$ cat config.mk
export PLATFORM = sky130hd
export DESIGN_NAME = elevator_scan_controller_top
export DESIGN_NICKNAME = d
export VERILOG_FILES = /design/src/rtl/core/esc_pkg.sv /design/src/rtl/core/elevator_scan_controller_top.sv
export SDC_FILE = /design/constraint.sdc
export NUM_CORES = 1
export LEC_CHECK = 0
export BUFFER_PORTS_ARGS = -buffer_cell sky130_fd_sc_hd__buf_4
export CAP_MARGIN = 10
export CORE_UTILIZATION = 45
export CTS_CLUSTER_DIAMETER = 30
export DETAILED_ROUTE_END_ITERATION = 10
export MAX_ROUTING_LAYER = met4
export PLACE_DENSITY = 0.66
export SLEW_MARGIN = 20
export SYNTH_ARGS = -nofsm -noshare
export SYNTH_HDL_FRONTEND = slang
export SYNTH_SLANG_ARGS = --single-unit
$ cat constraint.sdc
create_clock -name clk -period 2.9 [get_ports clk]
set_input_delay 0.725 -clock clk [delete_from_list [all_inputs] [get_ports clk]]
set_output_delay 0.725 -clock clk [all_outputs]
set_load 0.02 [all_outputs]
$ cat src/rtl/core/esc_pkg.sv
// esc_pkg: shared widths, event/command/direction codes and the control store
// for the elevator scan controller. No dependencies.
`default_nettype none

package esc_pkg;

  // sizes
  localparam int FLOORS  = 16;
  localparam int FLOOR_W = 4;
  localparam int OP_W    = 3;
  localparam int CMD_W   = 3;
  localparam int DIR_W   = 2;
  localparam int CAR_W   = 8;
  localparam int UPC_W   = 4;
  localparam int IN_W    = 16;
  localparam int OUT_W   = 24;

  localparam logic [CAR_W-1:0] CAR_ID_RESET = 8'd97;

  // event codes
  localparam logic [OP_W-1:0] OP_DOOR_OPENED = 3'd0;
  localparam logic [OP_W-1:0] OP_DOOR_CLOSED = 3'd1;
  localparam logic [OP_W-1:0] OP_HALL_BUTTON = 3'd2;
  localparam logic [OP_W-1:0] OP_CAR_BUTTON  = 3'd3;
  localparam logic [OP_W-1:0] OP_FLOOR_REACH = 3'd4;

  // direction codes
  localparam logic [DIR_W-1:0] DIR_STOP = 2'd0;
  localparam logic [DIR_W-1:0] DIR_UP   = 2'd1;
  localparam logic [DIR_W-1:0] DIR_DOWN = 2'd2;

  // command codes
  localparam logic [CMD_W-1:0] CMD_LAMP_ON  = 3'd0;
  localparam logic [CMD_W-1:0] CMD_LAMP_OFF = 3'd1;
  localparam logic [CMD_W-1:0] CMD_CLOSE    = 3'd2;
  localparam logic [CMD_W-1:0] CMD_UP       = 3'd3;
  localparam logic [CMD_W-1:0] CMD_DOWN     = 3'd4;
  localparam logic [CMD_W-1:0] CMD_STOP     = 3'd5;
  localparam logic [CMD_W-1:0] CMD_OPEN     = 3'd6;

  // continue conditions: after the step's command, go on or finish
  localparam logic [1:0] CONT_END       = 2'd0;
  localparam logic [1:0] CONT_MOVING    = 2'd1;
  localparam logic [1:0] CONT_HALL_SAME = 2'd2;
  localparam logic [1:0] CONT_ALWAYS    = 2'd3;

  // program entry points
  localparam logic [UPC_W-1:0] UA_DOOR_OPENED = 4'd0;
  localparam logic [UPC_W-1:0] UA_DOOR_CLOSED = 4'd2;
  localparam logic [UPC_W-1:0] UA_HALL_BUTTON = 4'd3;
  localparam logic [UPC_W-1:0] UA_FLOOR_REACH = 4'd5;

  // one control word: command source, floor source, continue condition
  typedef struct packed {
    logic             move_sel;  // command follows travel direction
    logic [CMD_W-1:0] cmd;
    logic             tgt_sel;   // floor field from target_floor
    logic [1:0]       cont;
  } uword_t;

  // control store
  function automatic uword_t urom(input logic [UPC_W-1:0] addr);
    uword_t w;
    case (addr)
      // door opened
      4'd0: w = '{1'b0, CMD_LAMP_OFF, 1'b0, CONT_MOVING};
      4'd1: w = '{1'b0, CMD_CLOSE,    1'b0, CONT_END};
      // door closed
      4'd2: w = '{1'b1, CMD_STOP,     1'b0, CONT_END};
      // hall button
      4'd3: w = '{1'b0, CMD_LAMP_ON,  1'b1, CONT_HALL_SAME};
      4'd4: w = '{1'b0, CMD_LAMP_OFF, 1'b1, CONT_END};
      // floor reached with a request here
      4'd5: w = '{1'b0, CMD_STOP,     1'b0, CONT_MOVING};
      4'd6: w = '{1'b1, CMD_STOP,     1'b0, CONT_ALWAYS};
      4'd7: w = '{1'b0, CMD_STOP,     1'b0, CONT_ALWAYS};
      4'd8: w = '{1'b0, CMD_OPEN,     1'b0, CONT_END};
      default: w = '{1'b0, CMD_STOP,  1'b0, CONT_END};
    endcase
    return w;
  endfunction

endpackage

`default_nettype wire

$ cat src/rtl/core/elevator_scan_controller_top.sv
// elevator_scan_controller_top: single-car collective controller driven by a
// microprogram in the control store. Depends on esc_pkg.
`default_nettype none

// An event word is taken when in_tready is high; the block then decodes it in
// ST_DECODE (updating direction and the request bitmap) and issues each
// command that the event produces in ST_RUN, stepping through the control
// store and holding while the output is stalled. An event gives no command or
// up to four commands. The output register frees the input side once the last
// command is loaded, so the next event may enter while that command still
// waits. car_id resets to 97 and is written through the cfg port; the user
// must write it only while the block is idle; the block does not enforce it.
module elevator_scan_controller_top (
  input  logic                       clk,
  input  logic                       rst_n,
  // in_tdata: opcode[2:0], current_floor[6:3], target_floor[10:7], zero fill
  input  logic                       in_tvalid,
  output logic                       in_tready,
  input  logic [esc_pkg::IN_W-1:0]   in_tdata,
  // out_tdata: command[2:0], command_floor[6:3], target_car[14:7],
  // direction_after[16:15], zero fill
  output logic                       out_tvalid,
  input  logic                       out_tready,
  output logic [esc_pkg::OUT_W-1:0]  out_tdata,
  output logic                       out_tlast,
  input  logic                       cfg_valid,
  output logic                       cfg_ready,
  input  logic [esc_pkg::CAR_W-1:0]  cfg_data
);
  import esc_pkg::*;

  localparam logic [1:0] ST_IDLE   = 2'd0;
  localparam logic [1:0] ST_DECODE = 2'd1;
  localparam logic [1:0] ST_RUN    = 2'd2;

  logic [1:0]         state_r, state_nxt;
  logic [UPC_W-1:0]   upc_r, upc_nxt;
  logic [OP_W-1:0]    op_r;
  logic [FLOOR_W-1:0] cur_r, tgt_r;
  logic [DIR_W-1:0]   dir_r, dir_nxt;
  logic [FLOORS-1:0]  pend_r, pend_nxt;
  logic               hall_same_r, hall_same_nxt;
  logic [CAR_W-1:0]   car_id_r;
  logic               out_valid_r;
  logic [OUT_W-1:0]   out_data_r;
  logic               out_last_r;

  logic               in_acc;
  logic [DIR_W-1:0]   dir_old;
  logic [FLOORS-1:0]  cur_bit, tgt_bit, pend_open;
  logic               up_any, dn_any;
  logic               entry_go;
  logic [UPC_W-1:0]   entry_pc;
  uword_t             uw;
  logic [CMD_W-1:0]   move_cmd, step_cmd;
  logic [FLOOR_W-1:0] step_floor;
  logic               step_cont;
  logic               emit;

  assign in_tready  = (state_r == ST_IDLE);
  assign in_acc     = in_tvalid && in_tready;
  assign cfg_ready  = 1'b1;
  assign out_tvalid = out_valid_r;
  assign out_tdata  = out_data_r;
  assign out_tlast  = out_last_r;

  // one-hot floor bits; floors beyond the bitmap give no bit
  always_comb begin
    for (int i = 0; i < FLOORS; i++) begin
      cur_bit[i] = (int'(cur_r) == i);
      tgt_bit[i] = (int'(tgt_r) == i);
    end
  end

  // requests above and below the car after clearing the current floor
  always_comb begin
    pend_open = pend_r & ~cur_bit;
    up_any    = 1'b0;
    dn_any    = 1'b0;
    for (int i = 0; i < FLOORS; i++) begin
      up_any = up_any | (pend_open[i] & (i > int'(cur_r)));
      dn_any = dn_any | (pend_open[i] & (i < int'(cur_r)));
    end
  end

  assign dir_old = (dir_r == DIR_UP || dir_r == DIR_DOWN) ? dir_r : DIR_STOP;

  // event decode: new direction and bitmap, program entry
  always_comb begin
    dir_nxt       = dir_old;
    pend_nxt      = pend_r;
    hall_same_nxt = 1'b0;
    entry_go      = 1'b0;
    entry_pc      = UA_DOOR_OPENED;
    case (op_r)
      OP_DOOR_OPENED: begin
        pend_nxt = pend_open;
        entry_go = 1'b1;
        entry_pc = UA_DOOR_OPENED;
        if (dir_old == DIR_UP) begin
          dir_nxt = up_any ? DIR_UP : (dn_any ? DIR_DOWN : DIR_STOP);
        end else if (dir_old == DIR_DOWN) begin
          dir_nxt = dn_any ? DIR_DOWN : (up_any ? DIR_UP : DIR_STOP);
        end
      end
      OP_DOOR_CLOSED: begin
        entry_go = 1'b1;
        entry_pc = UA_DOOR_CLOSED;
      end
      OP_HALL_BUTTON: begin
        entry_go      = 1'b1;
        entry_pc      = UA_HALL_BUTTON;
        hall_same_nxt = (dir_old == DIR_STOP) && (tgt_r == cur_r);
        if (!hall_same_nxt) begin
          pend_nxt = pend_r | tgt_bit;
          if (dir_old == DIR_STOP) begin
            dir_nxt = (tgt_r < cur_r) ? DIR_DOWN : DIR_UP;
          end
        end
      end
      OP_CAR_BUTTON: begin
        pend_nxt = pend_r | tgt_bit;
        if (tgt_r > cur_r && dir_old != DIR_DOWN) begin
          dir_nxt = DIR_UP;
        end else if (tgt_r < cur_r && dir_old != DIR_UP) begin
          dir_nxt = DIR_DOWN;
        end
      end
      OP_FLOOR_REACH: begin
        entry_go = |(pend_r & cur_bit);
        entry_pc = UA_FLOOR_REACH;
      end
      default: begin
        entry_go = 1'b0;
      end
    endcase
  end

  // microprogram step: command, floor and whether the program goes on
  always_comb begin
    uw         = urom(upc_r);
    move_cmd   = (dir_r == DIR_UP) ? CMD_UP : ((dir_r == DIR_DOWN) ? CMD_DOWN : CMD_STOP);
    step_cmd   = uw.move_sel ? move_cmd : uw.cmd;
    step_floor = uw.tgt_sel ? tgt_r : cur_r;
    case (uw.cont)
      CONT_END:       step_cont = 1'b0;
      CONT_MOVING:    step_cont = (dir_r != DIR_STOP);
      CONT_HALL_SAME: step_cont = hall_same_r;
      CONT_ALWAYS:    step_cont = 1'b1;
      default:        step_cont = 1'b0;
    endcase
  end

  assign emit = (state_r == ST_RUN) && (!out_valid_r || out_tready);

  // sequencer
  always_comb begin
    state_nxt = state_r;
    upc_nxt   = upc_r;
    case (state_r)
      ST_IDLE: begin
        if (in_acc) begin
          state_nxt = ST_DECODE;
        end
      end
      ST_DECODE: begin
        upc_nxt   = entry_pc;
        state_nxt = entry_go ? ST_RUN : ST_IDLE;
      end
      ST_RUN: begin
        if (emit) begin
          upc_nxt   = upc_r + UPC_W'(1);
          state_nxt = step_cont ? ST_RUN : ST_IDLE;
        end
      end
      default: begin
        state_nxt = ST_IDLE;
      end
    endcase
  end

  // control state
  always_ff @(posedge clk) begin
    if (!rst_n) begin
      state_r     <= ST_IDLE;
      upc_r       <= '0;
      dir_r       <= DIR_STOP;
      pend_r      <= '0;
      car_id_r    <= CAR_ID_RESET;
      out_valid_r <= 1'b0;
    end else begin
      state_r <= state_nxt;
      upc_r   <= upc_nxt;
      if (state_r == ST_DECODE) begin
        dir_r  <= dir_nxt;
        pend_r <= pend_nxt;
      end
      if (cfg_valid && cfg_ready) begin
        car_id_r <= cfg_data;
      end
      // a new word reloads the slot, otherwise an accepted word empties it
      if (emit) begin
        out_valid_r <= 1'b1;
      end else if (out_tready) begin
        out_valid_r <= 1'b0;
      end
    end
  end

  // payload registers
  always_ff @(posedge clk) begin
    if (in_acc) begin
      op_r  <= in_tdata[2:0];
      cur_r <= in_tdata[6:3];
      tgt_r <= in_tdata[10:7];
    end
    if (state_r == ST_DECODE) begin
      hall_same_r <= hall_same_nxt;
    end
    if (emit) begin
      out_data_r <= {7'b0, dir_r, car_id_r, step_floor, step_cmd};
      out_last_r <= !step_cont;
    end
  end

endmodule

`default_nettype wire

==> key figures, run 1 <==
Floorplan
  – Die Ht: 92.6 µm
  – Die ar.: 0.00857 mm²
  – Ports: 57
  – Die width: 92.6 µm
  – Row cnt: 32
  – Initial Util: 47.0%
  – Core box area: 0.00785 mm²

STA
  – Fin Setup TNS: 0 ns
  – Slew margin rel.: 55.7%
  – Final slew viol count: 0
  – RSZ-0062 raised after global routing: no
  – Final worst clock skew: 0.00891 ns
  – Fmax: 408 MHz
  – Worst slew pin tran: 0.664 ns
  – Fin crit share: 84.5%
  – Hold Vio Cnt, Final: 0
  – Setup-failing EPs final: 0
  – Min Tclk post-route: 2.45 ns

Finish
  – Antenna Cells: 0
  – Syn-to-layout area delta: 16.2%
  – Finished Cell Area: 0.00429 mm²
  – Layout cells sized above 1: 23.0%
  – Nets: 451

Synthesis
  – Simple-gate share of the synthesized area: 18.8%
  – Register area share after synthesis: 46.1%
  – Largest family of logic cells by synthesized area: simple AND/OR/NAND/NOR gates
  – Post-Syn Area: 0.00369 mm²
  – XOR/XNOR Fraction of Synth Area: 0.949%
  – Top_reg_cell synth: dfxtp_1
  – Ys Warns: 0
  – Leading area contributor after synthesis: edfxtp_1
  – Synth top area cells: edfxtp_1 24%, dfxtp_1 22%, o21ai_0 4.9%
  – Async set-reset flop share out of synthesis: 0%
  – Syn Inst Count: 367
  – Count of flip-flops with a built-in enable after synthesis: 30
  – Post-synthesis compound-gate area fraction: 18.7%
  – Area share of the largest cell type after synthesis: 24.4%
  – #FFs+latches synth: 70
  – Post-synthesis mux area share: 5.19%
  – Yosys cell types: 72
  – Syn Area/Cell: 10.1 µm²
  – Synth Area in Adders: 3.39%

Setup path
  – Startpoint Class: flop
  – Crit path max-delay cell type: edfxtp_1
  – Reg-to-reg startpoint: cur_r[0]
  – Worst Setup End Kind: flop
  – RR Endpoint: dir_r[1]
  – Crit Path Class: flop to flop
  – Worst Reg-to-Reg Cells: 6
  – Crit path DAT: 2.70 ns
  – Biggest cell delay along the critical path: 0.68 ns
  – Worst path top cell family by delay: simple AND/OR/NAND/NOR gates
  – R2R setup slack: 0.45 ns
  – CP Data Required Time: 3.15 ns
  – Crit path max fanout: 19
  – WP buf/inv: 0
  – CP Launch Point: cur_r[0]
  – Crit-path cells: or4b_1 -> a221oi_2 -> o221ai_2 -> nor4_4 -> a2111oi_2 -> a31o_1

Run status
  – Status: completed

Clock network
  – CTS tree: yes
  – H-tree levels: 3
  – Post CTS Setup Buffer Count: 0
  – TritonCTS Sinks: 70
  – CTS Hold Buffers Added: 0
  – Root buffer cell: clkbuf_8
  – Clock transition at path regs: 0.08 ns
  – TritonCTS Buffers: 9
  – CTS resizes: 0
  – Clock Path Buffers: 2
  – Clk Latency, worst-skew pair: 0.35 ns

Pwr
  – NetSw: 592 µW
  – Logic pwr share: 11.4%
  – Total Power: 2270 µW
  – Switching Share: 26.1%
  – Cell leakage power: 0.00165 µW
  – Peak supply drop: 0.000308 V
  – PwrDens: 529 mW/mm²
  – Design internal power: 1680 µW
  – Seq pwr share: 49.0%
  – Clk pwr share: 39.6%

Job
  – Max-cap viol count: 0

Global route
  – Initial antenna violation count: 0
  – Vias in the first global route: 2810
  – Pin count of the biggest net entering global routing: 41
  – Grt total ovfl: 0
  – Gr usage total: 21.0%
  – First-pass GRT wire length: 13600 µm

Detailed routing
  – Final WL: 8190 µm
  – WL/cell: 15.8 µm
  – # DRC: 0
  – Vias per inst: 5.71
  – Routed Antenna Nets: 0
  – Iteration count of the initial detailed-routing pass: 5
  – DR vias: 2965
  – DRT iter0 DRCs: 159

Place
  – Detailed placer's ending HPWL: 5890 µm
  – Placed inst area: 0.00406 mm²
  – IO Port Bufs: 43
  – GP Congestion: 0.915

Worst hold path
  – Min-Delay Endpoint: out_tdata[11]
  – Hold Crit Class: flop to flop
  – Hold Path Origin: car_id_r[4]
  – Hold path depth: 0
==> layer usage <==
metal / part of all wire (%) / GRT usage [%] / up-vias / routed length, µm
li1: - / - / 1428 / -
met1: 46 / 26.9 / 1388 / 3800
met2: 46 / 33.1 / 134 / 3770
met3: 6.3 / 4.43 / 15 / 513
met4: 1.3 / 7.03 / 0 / 110
met5: 0 / - / - / 0
==> placed cells by master (no fill, tap or decap), types with 6 or more instances in the layout <==
cell type / n
buf_4: 55
dfxtp_1: 40
o21ai_0: 36
edfxtp_1: 30
nor2_1: 24
nand2_1: 19
a21oi_1: 18
and2_1: 16
mux2i_1: 11
ha_1: 10
inv_1: 9
nand3_1: 9
clkbuf_8: 9
nor2b_1: 8
conb_1: 8
nand2b_1: 7
mux2_2: 6
==> cell usage after synthesis (3+ instances only) <==
cell / instances
and2_1: 16
nor3_1: 4
ha_1: 10
nor2b_1: 8
or3_1: 5
a21boi_1: 4
inv_1: 9
o21ai_0: 36
nand3b_1: 4
nor3b_1: 5
nor2_1: 24
nand2_1: 19
nand4_1: 4
clkbuf_1: 9
nand3_1: 9
a31oi_1: 3
o21ai_1: 5
mux2_2: 6
a21oi_1: 18
edfxtp_1: 30
buf_4: 10
buf_6: 4
a211oi_1: 5
a21boi_0: 5
nand2b_1: 7
dfxtp_1: 40
mux2i_1: 11
==> worst reg2reg max path, delay by kind of cell, from the launching register on <==
kind / cells / cell delay (ns)
flops: 1 / 0.68
compound gates: 4 / 0.70
simple gates: 2 / 0.98
==> metrics by stage <==
step | hold WS [ns] | std cells | worst slack [ns] | utilization, %
after floorplan | 0.408 | 373 | 0.484 | -
after global placement | 0.410 | 503 | 0.460 | 51.8
after detailed placement | 0.418 | 503 | 0.456 | 51.8
after CTS | 0.440 | 519 | 0.460 | 54.7
after global routing | 0.446 | 519 | 0.207 | 54.7
final | 0.436 | 519 | 0.450 | 54.7
==> cell families after synthesis <==
group / Yosys count
AOI/OAI and AO/OA: 104
xor gates and xnor gates: 4
adders and majority gates: 10
buffers and inverters: 38
DFF: 70
muxes: 18
other: 2
and+or+nand+nor: 121
==> cell type report <==
type | count | area, µm²
inverters | 11 | 55.1
well taps | 102 | 128
clock inverters | 7 | 104
flip-flops and latches | 70 | 1700
clock buffers | 9 | 124
multi-input cells | 265 | 1760
repair buffers | 55 | 413
fillers | 724 | 3560
==> how the worst max path moves through the flow <==
stage               cells past startpoint   endpoint  slack [ns]
floorplan                               6      uw[3]        0.48
global placement                        6   dir_r[1]        0.46
detailed placement                      6   dir_r[1]        0.46
CTS                                     6   dir_r[1]        0.46
global route                            9  pend_r[8]        0.21
finish                                  6   dir_r[1]        0.45
==> power by group through the flow <==
stage / registers, µW / clock network, µW / logic, µW
2_1_floorplan: 1110 / 0 / 206
3_3_place_gp: 1130 / 0 / 251
3_5_place_dp: 1140 / 0 / 256
4_1_cts: 1110 / 919 / 257
5_1_grt: 1120 / 956 / 286
6_report: 1110 / 900 / 258
==> flip-flops by register name, summed over array words and instances (netlist names) <==
register,count
out_tdata,17
pend_r,16
car_id_r,8
uw,7
cur_r,4
tgt_r,4
upc_r,4
op_r,3
dir_r,2
state_r,2
hall_same_r,1
out_tlast,1
out_tvalid,1
(Power assumes the default switching activity.)
==> run 2, diff against run 1 <==
Clock period 2.9 ns to 2.3 ns, I/O delays scaled along.
==> run 2 against run 1 <==
Effect of this change:
- sequential power rose by 24%
- utilization rose by 2.2 points
- worst setup slack got worse by 0.42 ns
- critical endpoint is now pend_r[4]
==> key figures, run 2 (synthesis gave the netlist of run 1 again) <==
Setup path
  – Biggest cell delay along the critical path: 0.41 ns
  – Crit-path cells: bufinv_8 -> ha_1 -> nand4_1 -> nor3_2 -> nor4_2 -> buf_4 -> nor3b_1 -> buf_4 -> nand4b_1 -> a21boi_1
  – Crit path DAT: 2.54 ns
  – Worst Setup End Kind: flop
  – Worst path most repeated cell: buf_4
  – Crit Path Class: flop to flop
  – CP Data Required Time: 2.57 ns
  – Startpoint Class: flop
  – Crit path max-delay cell type: edfxtp_1
  – Crit path max fanout: 4
  – Worst path top cell family by delay: simple AND/OR/NAND/NOR gates
  – WP buf/inv: 3

STA
  – Fin crit share: 98.6%
  – Hold Vio Cnt, Final: 0
  – Final worst clock skew: 0.00915 ns
  – Final slew viol count: 0
  – Fmax: 441 MHz
  – Setup-failing EPs final: 0
  – Min Tclk post-route: 2.27 ns
  – Hold WS: 0.399 ns
  – RSZ-0062 raised after global routing: yes

Place
  – Placed inst area: 0.00420 mm²
  – Detailed placer's ending HPWL: 6350 µm
  – GP Congestion: 0.937
  – IO Port Bufs: 43

Clock network
  – Clock transition at path regs: 0.08 ns
  – TritonCTS Buffers: 9
  – H-tree levels: 3
  – CTS tree: yes
  – Root buffer cell: clkbuf_8
  – TritonCTS Sinks: 70
  – CTS Hold Buffers Added: 0
  – Clock Path Buffers: 2
  – Clk Latency, worst-skew pair: 0.35 ns

Pwr
  – Cell leakage power: 0.00176 µW
  – Total Power: 2720 µW
  – PwrDens: 609 mW/mm²
  – Peak supply drop: 0.000426 V

Finish
  – Commonest non-fill, non-tap cell in the layout: buf_4
  – Finished Cell Area: 0.00446 mm²
  – Layout cells sized above 1: 28.4%
  – Max FFs per register: 17
  – Fillers: 718
  – Sequential cell area: 0.00170 mm²
  – Most frequent cells in the layout: 81 x buf_4, 40 x dfxtp_1, 36 x o21ai_0, 30 x edfxtp_1, 24 x nor2_1
  – Area of the multi-input gates: 0.00177 mm²
  – Fin util: 56.9%
  – Nets: 478
  – Antenna Cells: 0
  – Syn-to-layout area delta: 21.0%

Floorplan
  – Die width: 92.6 µm
  – Die ar.: 0.00857 mm²
  – Core box area: 0.00785 mm²
  – Initial Util: 47.0%
  – Die Ht: 92.6 µm
  – Row cnt: 32
  – Ports: 57

Detailed routing
  – Final WL: 8650 µm
  – Iteration count of the initial detailed-routing pass: 5
  – Vias per inst: 5.49
  – DR vias: 2995
  – Routed Antenna Nets: 0
  – DRT iter0 DRCs: 241
  – WL/cell: 15.8 µm
  – # DRC: 0

Global route
  – Pin count of the biggest net entering global routing: 30
  – First-pass GRT wire length: 14200 µm
  – Grt total ovfl: 0
  – Initial antenna violation count: 0
  – Gr usage total: 21.9%
  – Vias in the first global route: 2814

Run status
  – Status: completed

Job
  – Max-cap viol count: 0

Worst hold path
  – Hold Crit Class: input port to flop
==> run 2: cell types whose count changed in the layout (fill, tap and decap cells not counted) <==
cell / before / now
buf_4: 55 / 81
bufinv_16: 2 / 0
inv_6: 2 / 4
nor3_1: 4 / 2
nor3_2: 0 / 2
buf_6: 0 / 1
inv_1: 9 / 8
inv_2: 1 / 2
==> run 2: area by class of cell <==
class | instances | share of cell area [%]
multi-input cells | 265 | 39.8
repair buffers | 82 | 13.9
inverters | 11 | 1.23
clock buffers | 9 | 2.78
flip-flops and latches | 70 | 38.1
clock inverters | 7 | 1.37
well taps | 102 | 2.86
==> run 2: report_power, final <==
| part | switching [µW] | leakage [µW] | internal, µW |
|---|---|---|---|
| Combinational | 215 | 0.00107 | 179 |
| Clock | 531 | 0.0000892 | 414 |
| Sequential | 33.9 | 0.000605 | 1350 |
==> run 2: worst paths after layout <==
check,start,to,slack [ns],cells after the start
worst max-delay path,cur_r[1],pend_r[4],0.03,10
worst min-delay path,in_tdata[9],tgt_r[2],0.40,1
worst min register to register,car_id_r[6],out_tdata[13],0.43,0
worst max register to register,cur_r[1],pend_r[4],0.03,10
==> run 2: per-stage QoR <==
step,setup WS [ns],setup TNS [ns],instances
floorplan,0.0341,0,373
global placement,0.0470,0,522
detailed placement,-0.0609,-0.123,522
CTS,0.00330,0,544
global route,-0.0669,-0.155,546
finish,0.0333,0,546
==> run 2: what timing repair did <==
action                     in CTS  in global routing
setup buffers                   6                  2
setup endpoints to repair       9                 18
pin swaps                       2                  1
resized for setup               0                  4
==> run 2: layer usage <==
metal | vias up | global-route usage (%) | part of all wire (%)
met5 | - | - | 0
met4 | 0 | 5.99 | 0.81
met3 | 8 | 5.42 | 7.4
met2 | 151 | 31.7 | 45
met1 | 1369 | 30.5 | 47
li1 | 1467 | - | -
